File: src/rtl/core/rdp_pkg.sv
`timescale 1ns / 1ps
// ============================================================================
// rdp_pkg
// Shared types, constants and lookup functions for the date header parser.
// ============================================================================
package rdp_pkg;

    // Fixed length of the date text
    localparam logic [4:0] DATE_LEN = 5'd29;

    // Byte positions with a check or a capture
    localparam logic [4:0] POS_WDAY     = 5'd3;
    localparam logic [4:0] POS_SP_WDAY  = 5'd4;
    localparam logic [4:0] POS_DAY_HI   = 5'd5;
    localparam logic [4:0] POS_DAY_LO   = 5'd6;
    localparam logic [4:0] POS_SP_DAY   = 5'd7;
    localparam logic [4:0] POS_MONTH    = 5'd11;
    localparam logic [4:0] POS_CENT_HI  = 5'd12;
    localparam logic [4:0] POS_CENT_LO  = 5'd13;
    localparam logic [4:0] POS_YEAR_HI  = 5'd14;
    localparam logic [4:0] POS_YEAR_LO  = 5'd15;
    localparam logic [4:0] POS_SP_YEAR  = 5'd16;
    localparam logic [4:0] POS_HOUR_HI  = 5'd17;
    localparam logic [4:0] POS_HOUR_LO  = 5'd18;
    localparam logic [4:0] POS_COLON1   = 5'd19;
    localparam logic [4:0] POS_MIN_HI   = 5'd20;
    localparam logic [4:0] POS_MIN_LO   = 5'd21;
    localparam logic [4:0] POS_COLON2   = 5'd22;
    localparam logic [4:0] POS_SEC_HI   = 5'd23;
    localparam logic [4:0] POS_SEC_LO   = 5'd24;
    localparam logic [4:0] POS_GMT      = 5'd28;

    // Error codes
    localparam logic [3:0] ERR_NONE     = 4'd0;
    localparam logic [3:0] ERR_SHORT    = 4'd1;
    localparam logic [3:0] ERR_WDAY     = 4'd2;
    localparam logic [3:0] ERR_SP_WDAY  = 4'd3;
    localparam logic [3:0] ERR_DAY      = 4'd4;
    localparam logic [3:0] ERR_SP_DAY   = 4'd5;
    localparam logic [3:0] ERR_MONTH    = 4'd6;
    localparam logic [3:0] ERR_CENT     = 4'd7;
    localparam logic [3:0] ERR_YEAR     = 4'd8;
    localparam logic [3:0] ERR_SP_YEAR  = 4'd9;
    localparam logic [3:0] ERR_HOUR     = 4'd10;
    localparam logic [3:0] ERR_COLON1   = 4'd11;
    localparam logic [3:0] ERR_MIN      = 4'd12;
    localparam logic [3:0] ERR_COLON2   = 4'd13;
    localparam logic [3:0] ERR_SEC      = 4'd14;
    localparam logic [3:0] ERR_GMT      = 4'd15;

    // Characters and limits
    localparam logic [7:0]  CH_SPACE  = 8'h20;
    localparam logic [7:0]  CH_COLON  = 8'h3a;
    localparam logic [7:0]  CH_ZERO   = 8'h30;
    localparam logic [7:0]  CH_NINE   = 8'h39;
    localparam logic [3:0]  NOT_DIGIT = 4'd15;
    localparam logic [31:0] LOWER_MASK = 32'h20202020;
    localparam logic [31:0] GMT_WORD   = 32'h746d6720;
    localparam logic [6:0]  MAX_DAY    = 7'd31;
    localparam logic [6:0]  MAX_HOUR   = 7'd23;
    localparam logic [6:0]  MAX_MINSEC = 7'd59;
    localparam logic [6:0]  MAX_PAIR   = 7'd99;
    localparam logic [13:0] CENT_SCALE = 14'd100;
    localparam logic [13:0] YEAR_BASE  = 14'd1900;

    // Name words, first letter in the low byte, with trailing comma or space
    localparam logic [31:0] WDAY_WORDS [7] = '{
        32'h2c6e7553, 32'h2c6e6f4d, 32'h2c657554, 32'h2c646557,
        32'h2c756854, 32'h2c697246, 32'h2c746153
    };
    localparam logic [31:0] MONTH_WORDS [12] = '{
        32'h206e614a, 32'h20626546, 32'h2072614d, 32'h20727041,
        32'h2079614d, 32'h206e754a, 32'h206c754a, 32'h20677541,
        32'h20706553, 32'h2074634f, 32'h20766f4e, 32'h20636544
    };

    typedef struct packed {
        logic [2:0]  wday;
        logic [4:0]  day;
        logic [3:0]  month;
        logic [13:0] year;
        logic [4:0]  hour;
        logic [5:0]  minute;
        logic [5:0]  second;
    } t_fields;

    // Per-byte check outcome
    typedef struct packed {
        logic [3:0]  err;
        logic        wr_wday;
        logic        wr_day;
        logic        wr_month;
        logic        wr_year;
        logic        wr_hour;
        logic        wr_minute;
        logic        wr_second;
        logic        wr_cent;
        logic        wr_tens;
        logic [3:0]  tens;
        logic [6:0]  cent;
        t_fields     fld;
    } t_chk;

    typedef struct packed {
        logic        ok;
        logic [3:0]  code;
        t_fields     fld;
    } t_result;

    // {hit, index}
    function automatic logic [3:0] wday_lookup(input logic [31:0] word);
        logic [3:0] res;
        res = '0;
        for (int i = 0; i < 7; i++) begin
            if (word == WDAY_WORDS[i]) begin
                res = {1'b1, 3'(i)};
            end
        end
        return res;
    endfunction

    // {hit, index}
    function automatic logic [4:0] month_lookup(input logic [31:0] word);
        logic [4:0] res;
        res = '0;
        for (int i = 0; i < 12; i++) begin
            if (word == MONTH_WORDS[i]) begin
                res = {1'b1, 4'(i)};
            end
        end
        return res;
    endfunction

endpackage

File: src/rtl/core/rdp_byte_check.sv
`timescale 1ns / 1ps
// ============================================================================
// rdp_byte_check
// Position-indexed check of one byte: error code and field captures.
// ============================================================================
module rdp_byte_check
    import rdp_pkg::*;
(
    input  logic [4:0]  i_pos,
    input  logic [7:0]  i_byte,
    input  logic [23:0] i_recent,
    input  logic [3:0]  i_tens,
    input  logic [6:0]  i_cent,
    output t_chk        o_chk
);

    logic [31:0] word;
    logic        is_digit;
    logic        pair_ok;
    logic [6:0]  pair_v;
    logic [3:0]  wd_hit;
    logic [4:0]  mo_hit;
    logic [13:0] year_v;

    assign word     = {i_byte, i_recent};
    assign is_digit = (i_byte >= CH_ZERO) && (i_byte <= CH_NINE);
    assign pair_ok  = is_digit && (i_tens <= 4'd9);
    assign pair_v   = {3'b000, i_tens} * 7'd10 + {3'b000, i_byte[3:0]};
    assign wd_hit   = wday_lookup(word);
    assign mo_hit   = month_lookup(word);
    assign year_v   = {7'b0, i_cent} * CENT_SCALE + {7'b0, pair_v} - YEAR_BASE;

    always_comb begin
        o_chk            = '0;
        o_chk.fld.wday   = wd_hit[2:0];
        o_chk.fld.day    = pair_v[4:0];
        o_chk.fld.month  = mo_hit[3:0];
        o_chk.fld.year   = year_v;
        o_chk.fld.hour   = pair_v[4:0];
        o_chk.fld.minute = pair_v[5:0];
        o_chk.fld.second = pair_v[5:0];
        o_chk.cent       = pair_v;
        o_chk.tens       = is_digit ? i_byte[3:0] : NOT_DIGIT;
        case (i_pos)
            POS_WDAY: begin
                if (wd_hit[3]) o_chk.wr_wday = 1'b1;
                else           o_chk.err     = ERR_WDAY;
            end
            POS_SP_WDAY: if (i_byte != CH_SPACE) o_chk.err = ERR_SP_WDAY;
            POS_SP_DAY:  if (i_byte != CH_SPACE) o_chk.err = ERR_SP_DAY;
            POS_SP_YEAR: if (i_byte != CH_SPACE) o_chk.err = ERR_SP_YEAR;
            POS_COLON1:  if (i_byte != CH_COLON) o_chk.err = ERR_COLON1;
            POS_COLON2:  if (i_byte != CH_COLON) o_chk.err = ERR_COLON2;
            POS_MONTH: begin
                if (mo_hit[4]) o_chk.wr_month = 1'b1;
                else           o_chk.err      = ERR_MONTH;
            end
            POS_DAY_HI, POS_CENT_HI, POS_YEAR_HI, POS_HOUR_HI, POS_MIN_HI,
            POS_SEC_HI: o_chk.wr_tens = 1'b1;
            POS_DAY_LO: begin
                if (pair_ok && pair_v <= MAX_DAY) o_chk.wr_day = 1'b1;
                else                              o_chk.err    = ERR_DAY;
            end
            POS_CENT_LO: begin
                if (pair_ok && pair_v <= MAX_PAIR) o_chk.wr_cent = 1'b1;
                else                               o_chk.err     = ERR_CENT;
            end
            POS_YEAR_LO: begin
                if (pair_ok && pair_v <= MAX_PAIR) o_chk.wr_year = 1'b1;
                else                               o_chk.err     = ERR_YEAR;
            end
            POS_HOUR_LO: begin
                if (pair_ok && pair_v <= MAX_HOUR) o_chk.wr_hour = 1'b1;
                else                               o_chk.err     = ERR_HOUR;
            end
            POS_MIN_LO: begin
                if (pair_ok && pair_v <= MAX_MINSEC) o_chk.wr_minute = 1'b1;
                else                                 o_chk.err       = ERR_MIN;
            end
            POS_SEC_LO: begin
                if (pair_ok && pair_v <= MAX_MINSEC) o_chk.wr_second = 1'b1;
                else                                 o_chk.err       = ERR_SEC;
            end
            POS_GMT: begin
                // case-insensitive " GMT"
                if ((word | LOWER_MASK) != GMT_WORD) o_chk.err = ERR_GMT;
            end
            default: ;
        endcase
    end

endmodule

File: src/rtl/core/rdp_parse_state.sv
`timescale 1ns / 1ps
// ============================================================================
// rdp_parse_state
// Parser state registers and the result formed from each processed byte.
// ============================================================================
module rdp_parse_state
    import rdp_pkg::*;
(
    input  logic        i_clk,
    input  logic        i_rst_n,
    input  logic        i_adv,
    input  logic [7:0]  i_byte,
    input  logic        i_last,
    output t_result     o_res
);

    logic [4:0]  r_pos,    n_pos;
    logic [3:0]  r_err,    n_err;
    logic [23:0] r_recent, n_recent;
    logic [3:0]  r_tens,   n_tens;
    logic [6:0]  r_cent,   n_cent;
    t_fields     r_fld,    n_fld;
    t_chk        chk;
    logic        take;

    rdp_byte_check u_check (
        .i_pos    (r_pos),
        .i_byte   (i_byte),
        .i_recent (r_recent),
        .i_tens   (r_tens),
        .i_cent   (r_cent),
        .o_chk    (chk)
    );

    assign take = r_pos < DATE_LEN;

    always_comb begin
        n_pos    = r_pos;
        n_err    = r_err;
        n_recent = r_recent;
        n_tens   = r_tens;
        n_cent   = r_cent;
        n_fld    = r_fld;
        if (take) begin
            n_pos    = r_pos + 5'd1;
            n_err    = (r_err == ERR_NONE) ? chk.err : r_err;
            n_recent = {i_byte, r_recent[23:8]};
            if (chk.wr_tens)   n_tens       = chk.tens;
            if (chk.wr_cent)   n_cent       = chk.cent;
            if (chk.wr_wday)   n_fld.wday   = chk.fld.wday;
            if (chk.wr_day)    n_fld.day    = chk.fld.day;
            if (chk.wr_month)  n_fld.month  = chk.fld.month;
            if (chk.wr_year)   n_fld.year   = chk.fld.year;
            if (chk.wr_hour)   n_fld.hour   = chk.fld.hour;
            if (chk.wr_minute) n_fld.minute = chk.fld.minute;
            if (chk.wr_second) n_fld.second = chk.fld.second;
        end
    end

    // Result as seen after this byte; short text wins over a latched error
    always_comb begin
        o_res.code = (n_pos < DATE_LEN) ? ERR_SHORT : n_err;
        o_res.ok   = (o_res.code == ERR_NONE);
        o_res.fld  = o_res.ok ? n_fld : '0;
    end

    always_ff @(posedge i_clk) begin
        if (!i_rst_n || (i_adv && i_last)) begin
            r_pos    <= '0;
            r_err    <= ERR_NONE;
            r_recent <= '0;
            r_tens   <= '0;
            r_cent   <= '0;
            r_fld    <= '0;
        end else if (i_adv) begin
            r_pos    <= n_pos;
            r_err    <= n_err;
            r_recent <= n_recent;
            r_tens   <= n_tens;
            r_cent   <= n_cent;
            r_fld    <= n_fld;
        end
    end

endmodule

File: src/rtl/core/rfc1123_date_parser.sv
`timescale 1ns / 1ps
// ============================================================================
// rfc1123_date_parser
// Byte-serial parser for fixed-form date headers ("Sun, 06 Nov 1994 08:49:37 GMT").
// ============================================================================
// Usage:
//   Slave stream: one ASCII character per beat in s_axis_tdata[7:0];
//   s_axis_tlast marks the final character of the header body. Bytes past
//   the 29th are ignored.
//   Master stream: one beat per header, sent for the slave beat with tlast.
//   It carries status, the first error code (1 = too short) and the parsed
//   fields; fields read zero whenever status is not ok.
//   Datapath: a beat lands in the input register, then the position check
//   and field update run between that register and the state/result
//   registers, so a result is captured in the result register when its
//   tlast beat leaves the input register and the result register is free.
//   Throughput: one byte per cycle, except that a tlast byte waits while
//   the result register is full and m_axis_tready is low.
//   Stall: while the result register is full and m_axis_tready is low, a
//   non-last byte still drains into the parser; a tlast byte waits in the
//   input register and s_axis_tready drops until the result is taken.
//   Reset (synchronous, active low): clears both registers' valid bits and
//   the parser state; after each result the parser state clears again.
// ============================================================================
module rfc1123_date_parser
    import rdp_pkg::*;
(
    input  logic        i_clk,
    input  logic        i_rst_n,
    input  logic        s_axis_tvalid,
    output logic        s_axis_tready,
    input  logic [7:0]  s_axis_tdata,   // [7:0] data_byte
    input  logic        s_axis_tlast,   // last_byte
    output logic        m_axis_tvalid,
    input  logic        m_axis_tready,
    // [0] status_ok, [4:1] error_code, [7:5] weekday, [12:8] day_of_month,
    // [16:13] month_index, [30:17] years_since_1900, [35:31] hour_value,
    // [41:36] minute_value, [47:42] second_value
    output logic [47:0] m_axis_tdata
);

    logic       r_in_vld;
    logic [7:0] r_in_byte;
    logic       r_in_last;
    logic       r_out_vld;
    t_result    r_out;
    t_result    res;
    logic       adv;

    // A byte leaves the input register unless it is a tlast byte blocked by
    // a result that has not been taken yet.
    assign adv           = r_in_vld && (!r_in_last || !r_out_vld || m_axis_tready);
    assign s_axis_tready = !r_in_vld || adv;

    always_ff @(posedge i_clk) begin
        if (!i_rst_n) begin
            r_in_vld <= 1'b0;
        end else if (s_axis_tready) begin
            r_in_vld <= s_axis_tvalid;
        end
    end

    always_ff @(posedge i_clk) begin
        if (s_axis_tready && s_axis_tvalid) begin
            r_in_byte <= s_axis_tdata;
            r_in_last <= s_axis_tlast;
        end
    end

    rdp_parse_state u_state (
        .i_clk   (i_clk),
        .i_rst_n (i_rst_n),
        .i_adv   (adv),
        .i_byte  (r_in_byte),
        .i_last  (r_in_last),
        .o_res   (res)
    );

    always_ff @(posedge i_clk) begin
        if (!i_rst_n) begin
            r_out_vld <= 1'b0;
        end else if (adv && r_in_last) begin
            r_out_vld <= 1'b1;
        end else if (m_axis_tready) begin
            r_out_vld <= 1'b0;
        end
    end

    always_ff @(posedge i_clk) begin
        if (adv && r_in_last) begin
            r_out <= res;
        end
    end

    assign m_axis_tvalid = r_out_vld;
    assign m_axis_tdata  = {r_out.fld.second, r_out.fld.minute, r_out.fld.hour,
                            r_out.fld.year, r_out.fld.month, r_out.fld.day,
                            r_out.fld.wday, r_out.code, r_out.ok};

endmodule

File: config.mk
export PLATFORM = sky130hd
export DESIGN_NAME = rfc1123_date_parser
export DESIGN_NICKNAME = d
export VERILOG_FILES = /design/src/rtl/core/rdp_pkg.sv /design/src/rtl/core/rdp_byte_check.sv /design/src/rtl/core/rdp_parse_state.sv /design/src/rtl/core/rfc1123_date_parser.sv
export SDC_FILE = /design/constraint.sdc
export NUM_CORES = 1
export LEC_CHECK = 0
export BUFFER_PORTS_ARGS = -buffer_cell sky130_fd_sc_hd__buf_4
export CORE_MARGIN = 8
export CORE_UTILIZATION = 40
export CTS_BUF_LIST = sky130_fd_sc_hd__clkbuf_2 sky130_fd_sc_hd__clkbuf_4 sky130_fd_sc_hd__clkbuf_8
export DETAILED_ROUTE_END_ITERATION = 8
export PLACE_DENSITY = 0.62
export SETUP_SLACK_MARGIN = 0.2
export SYNTH_ARGS = -nofsm -noshare
export SYNTH_HDL_FRONTEND = slang
export SYNTH_HIERARCHICAL = 1
export SYNTH_SLANG_ARGS = --single-unit
File: constraint.sdc
create_clock -name i_clk -period 6.9 [get_ports i_clk]
set_input_delay 1.035 -clock i_clk [delete_from_list [all_inputs] [get_ports i_clk]]
set_output_delay 1.035 -clock i_clk [all_outputs]
set_load 0.05 [all_outputs]
==> results.sh <==
export IMPL_antenna_left=0
export IMPL_die_x_um=164
export IMPL_yosysWarnings=6
export IMPL_start_util_pct=40.5
export IMPL_antennaDiodeCount=0
export IMPL_fin_crit_ns=4.80
export IMPL_dieArea_um2=27000
export IMPL_boundaryPins=63
export IMPL_numPortBuffers=62
export IMPL_yosys_top_cells_area="dfxtp_1 20%, edfxtp_1 19%, nand2_1 7.1%, ha_1 6.5%, a21oi_1 5.6%"
export IMPL_syn_num_nets=1024
export IMPL_status="finished clean"
export IMPL_synth_cell_area_um2=8810
export IMPL_place_congestion=0.920
export IMPL_cts_setup_buffers=0
export IMPL_rsz0062_at_grt="no"
export IMPL_cp_required_ns=7.14
export IMPL_m1WireLength_um=9720
export IMPL_final_cell_count_no_fill=1263
export IMPL_synth_avg_cell_area_um2=9.18
export IMPL_dp_cells=1231
export IMPL_netlist_instances=960
export IMPL_wl_per_cell_um=16.4
export IMPL_worst_pin_slew_ns=1.13
export IMPL_slew_violations=0
export IMPL_setup_violations=0
export IMPL_cts_tree="yes"
export IMPL_synth_top_area_share_pct=20.2
export IMPL_remaining_drc_errors=0
export IMPL_wl_um=20800
export IMPL_syn2layout_area_growth_pct=9.12
export IMPL_cts_buffers=17
export IMPL_vias=6971
export IMPL_antenna_found_initial=0
export IMPL_wl_met3_um=963
export IMPL_peakVddDrop_uv=123
export IMPL_drtIter0Drc=607
export IMPL_grt_max_degree=54
export IMPL_cts_sinks=146
export IMPL_drive_above_1_share_pct=15.1
export IMPL_wl_met2_um=9770
export IMPL_root_buffer="clkbuf_8"
export IMPL_fin_nets=1034
export IMPL_max_freq_ghz=0.208
export IMPL_cap_violations=0
export IMPL_hold_viol=0
export IMPL_grt_pass1_wl_um=34600
export IMPL_topRoutingLayerUsed="met4"
export IMPL_end_kind="register"
export IMPL_fillers=2170
export IMPL_p_leak_nw=3.67
export IMPL_crit_fanout=44
export IMPL_cts_buffer_depth=2
export IMPL_htreeDepth=4
export IMPL_hold_buffers=0
export IMPL_fin_tns_setup_ns=0
export IMPL_p_per_area_nw_per_um2=175
export IMPL_drtPass1Iterations=5
export IMPL_utilization_pct=44.2
export IMPL_fin_worst_skew_ns=0.0215
export IMPL_cts_resized=0
export IMPL_dp_hpwl_um=14400
export IMPL_critical_path_class="register to register"
export IMPL_period_share_pct=69.6
export IMPL_ys_flop_type="dfxtp_1"
export IMPL_clkTransAtPathRegs_ns=0.10
export IMPL_slew_headroom_pct=24.0
export IMPL_clock_latency_ns=0.48
export IMPL_grt_usage_pct=15.7
export IMPL_synthDistinctLibCells=79
export IMPL_synthMostInstantiatedCell="nand2_1"
export IMPL_worstPathArrival_ns=5.05
export IMPL_overflow=0
export IMPL_routed_via_density=5.52
export IMPL_ys_ff_latch=146
export IMPL_die_h_um=164
export IMPL_cp_start_kind="register"
export IMPL_synth_edf_count=57
export IMPL_grt_pass1_vias=6695
export IMPL_rows=54
export IMPL_synth_top_area_cell="dfxtp_1"
export IMPL_hp_class="register to register"
export IMPL_synthArstFlopShare_pct=0
export IMPL_core_area_um2=21800
export IMPL_synth_common_cells="167 x nand2_1, 99 x a21oi_1, 89 x dfxtp_1, 57 x edfxtp_1, 48 x nand3_1"
export IMPL_seq_area_frac_synth_pct=39.6
-- layer usage --
| metal | track usage [%] | vias up |
|---|---|---|
| li1 | - | 3483 |
| met1 | 20.5 | 3297 |
| met2 | 25.7 | 165 |
| met3 | 3.27 | 26 |
| met4 | 4.83 | 0 |
| met5 | 0 | - |
-- layout by cell type, fill, tap and decap left out, types with 5 or more instances in the layout --
cell type / Yosys / routed
ha_1: 46 / 46
nor2_1: 38 / 37
inv_1: 25 / 25
dfxtp_1: 89 / 89
fa_1: 5 / 5
nor4_2: 21 / 21
mux2i_1: 45 / 45
nor3_1: 16 / 16
nand2_2: 3 / 5
o21ai_0: 15 / 15
inv_6: 0 / 6
buf_4: 35 / 71
edfxtp_1: 57 / 57
nand4_1: 13 / 13
nand2b_1: 12 / 12
nor4_1: 32 / 32
nand2_1: 167 / 165
a21oi_1: 99 / 99
and3_1: 13 / 13
xor2_1: 9 / 9
nand3_1: 48 / 48
xnor2_1: 12 / 12
clkbuf_8: 0 / 17
nor2b_1: 11 / 11
-- power by group --
| part | total, mW | switching (mW) | internal (mW) | leakage [nW] |
|---|---|---|---|---|
| logic | 0.0799 | 0.0567 | 0.0232 | 2.14 |
| registers | 0.917 | 0.0157 | 0.902 | 1.32 |
| clock network | 0.689 | 0.387 | 0.303 | 0.203 |
-- registers in the layout, indices dropped and copies added, names as in the netlist --
name              flops
r_in_vld              1
u_state/r_fld        43
m_axis_tdata         48
r_in_byte             8
r_in_last             1
u_state/r_err         4
u_state/r_cent        7
u_state/r_tens        4
u_state/r_recent     24
m_axis_tvalid         1
u_state/r_pos         5
-- worst max-delay path: stages (launching register included) --
cell and delay, ns:
dfxtp_1 0.41, ha_1 0.26, ha_1 0.20, inv_1 0.07, fa_1 0.44, nor4b_1 0.38, xnor2_1 0.24, a311o_1 0.42
a31oi_1 0.25, o2111ai_1 0.21, o41ai_1 0.45, nand2_2 0.64, nor4_1 0.60
-- worst paths after layout --
kind                           from           endpoint  slack, ns  depth (start not counted)
hold / removal    u_state/r_fld[29]  u_state/r_fld[29]       0.46                          2
setup reg to reg  u_state/r_tens[1]   m_axis_tdata[41]       2.10                         12
setup / recovery  u_state/r_tens[1]   m_axis_tdata[41]       2.10                         12
hold reg to reg   u_state/r_fld[29]  u_state/r_fld[29]       0.46                          2
-- area by class of cell --
class | count | area [um^2] | share of cell area [%]
Timing Repair Buffer | 71 | 533 | 5.54
Tap cell | 280 | 350 | 3.64
Clock inverter | 15 | 161 | 1.68
Sequential cell | 146 | 3490 | 36.3
Multi-Input combinational cell | 709 | 4750 | 49.4
Inverter | 25 | 93.8 | 0.976
Clock buffer | 17 | 234 | 2.43
-- cell families after synthesis --
group	count (synthesis)	share of synthesized area, %
and+or+nand+nor	428	27.2
muxes	46	5.24
xor gates and xnor gates	22	2.34
AOI/OAI and AO/OA	162	11.2
buffers and inverters	105	6.69
adders and majority gates	51	7.67
DFF	146	39.6
-- per-stage QoR --
step	area (um^2)	hold slack, ns	power [mW]	setup slack (ns)
final	9610	0.457	1.69	2.10
after global routing	9610	0.476	1.75	1.72
after CTS	9610	0.460	1.70	2.07
after detailed placement	9220	0.447	1.02	2.08
after global placement	9220	0.441	1.02	2.38
after floorplan	8810	0.435	0.998	3.00
Power figures use the tool's default switching activity.
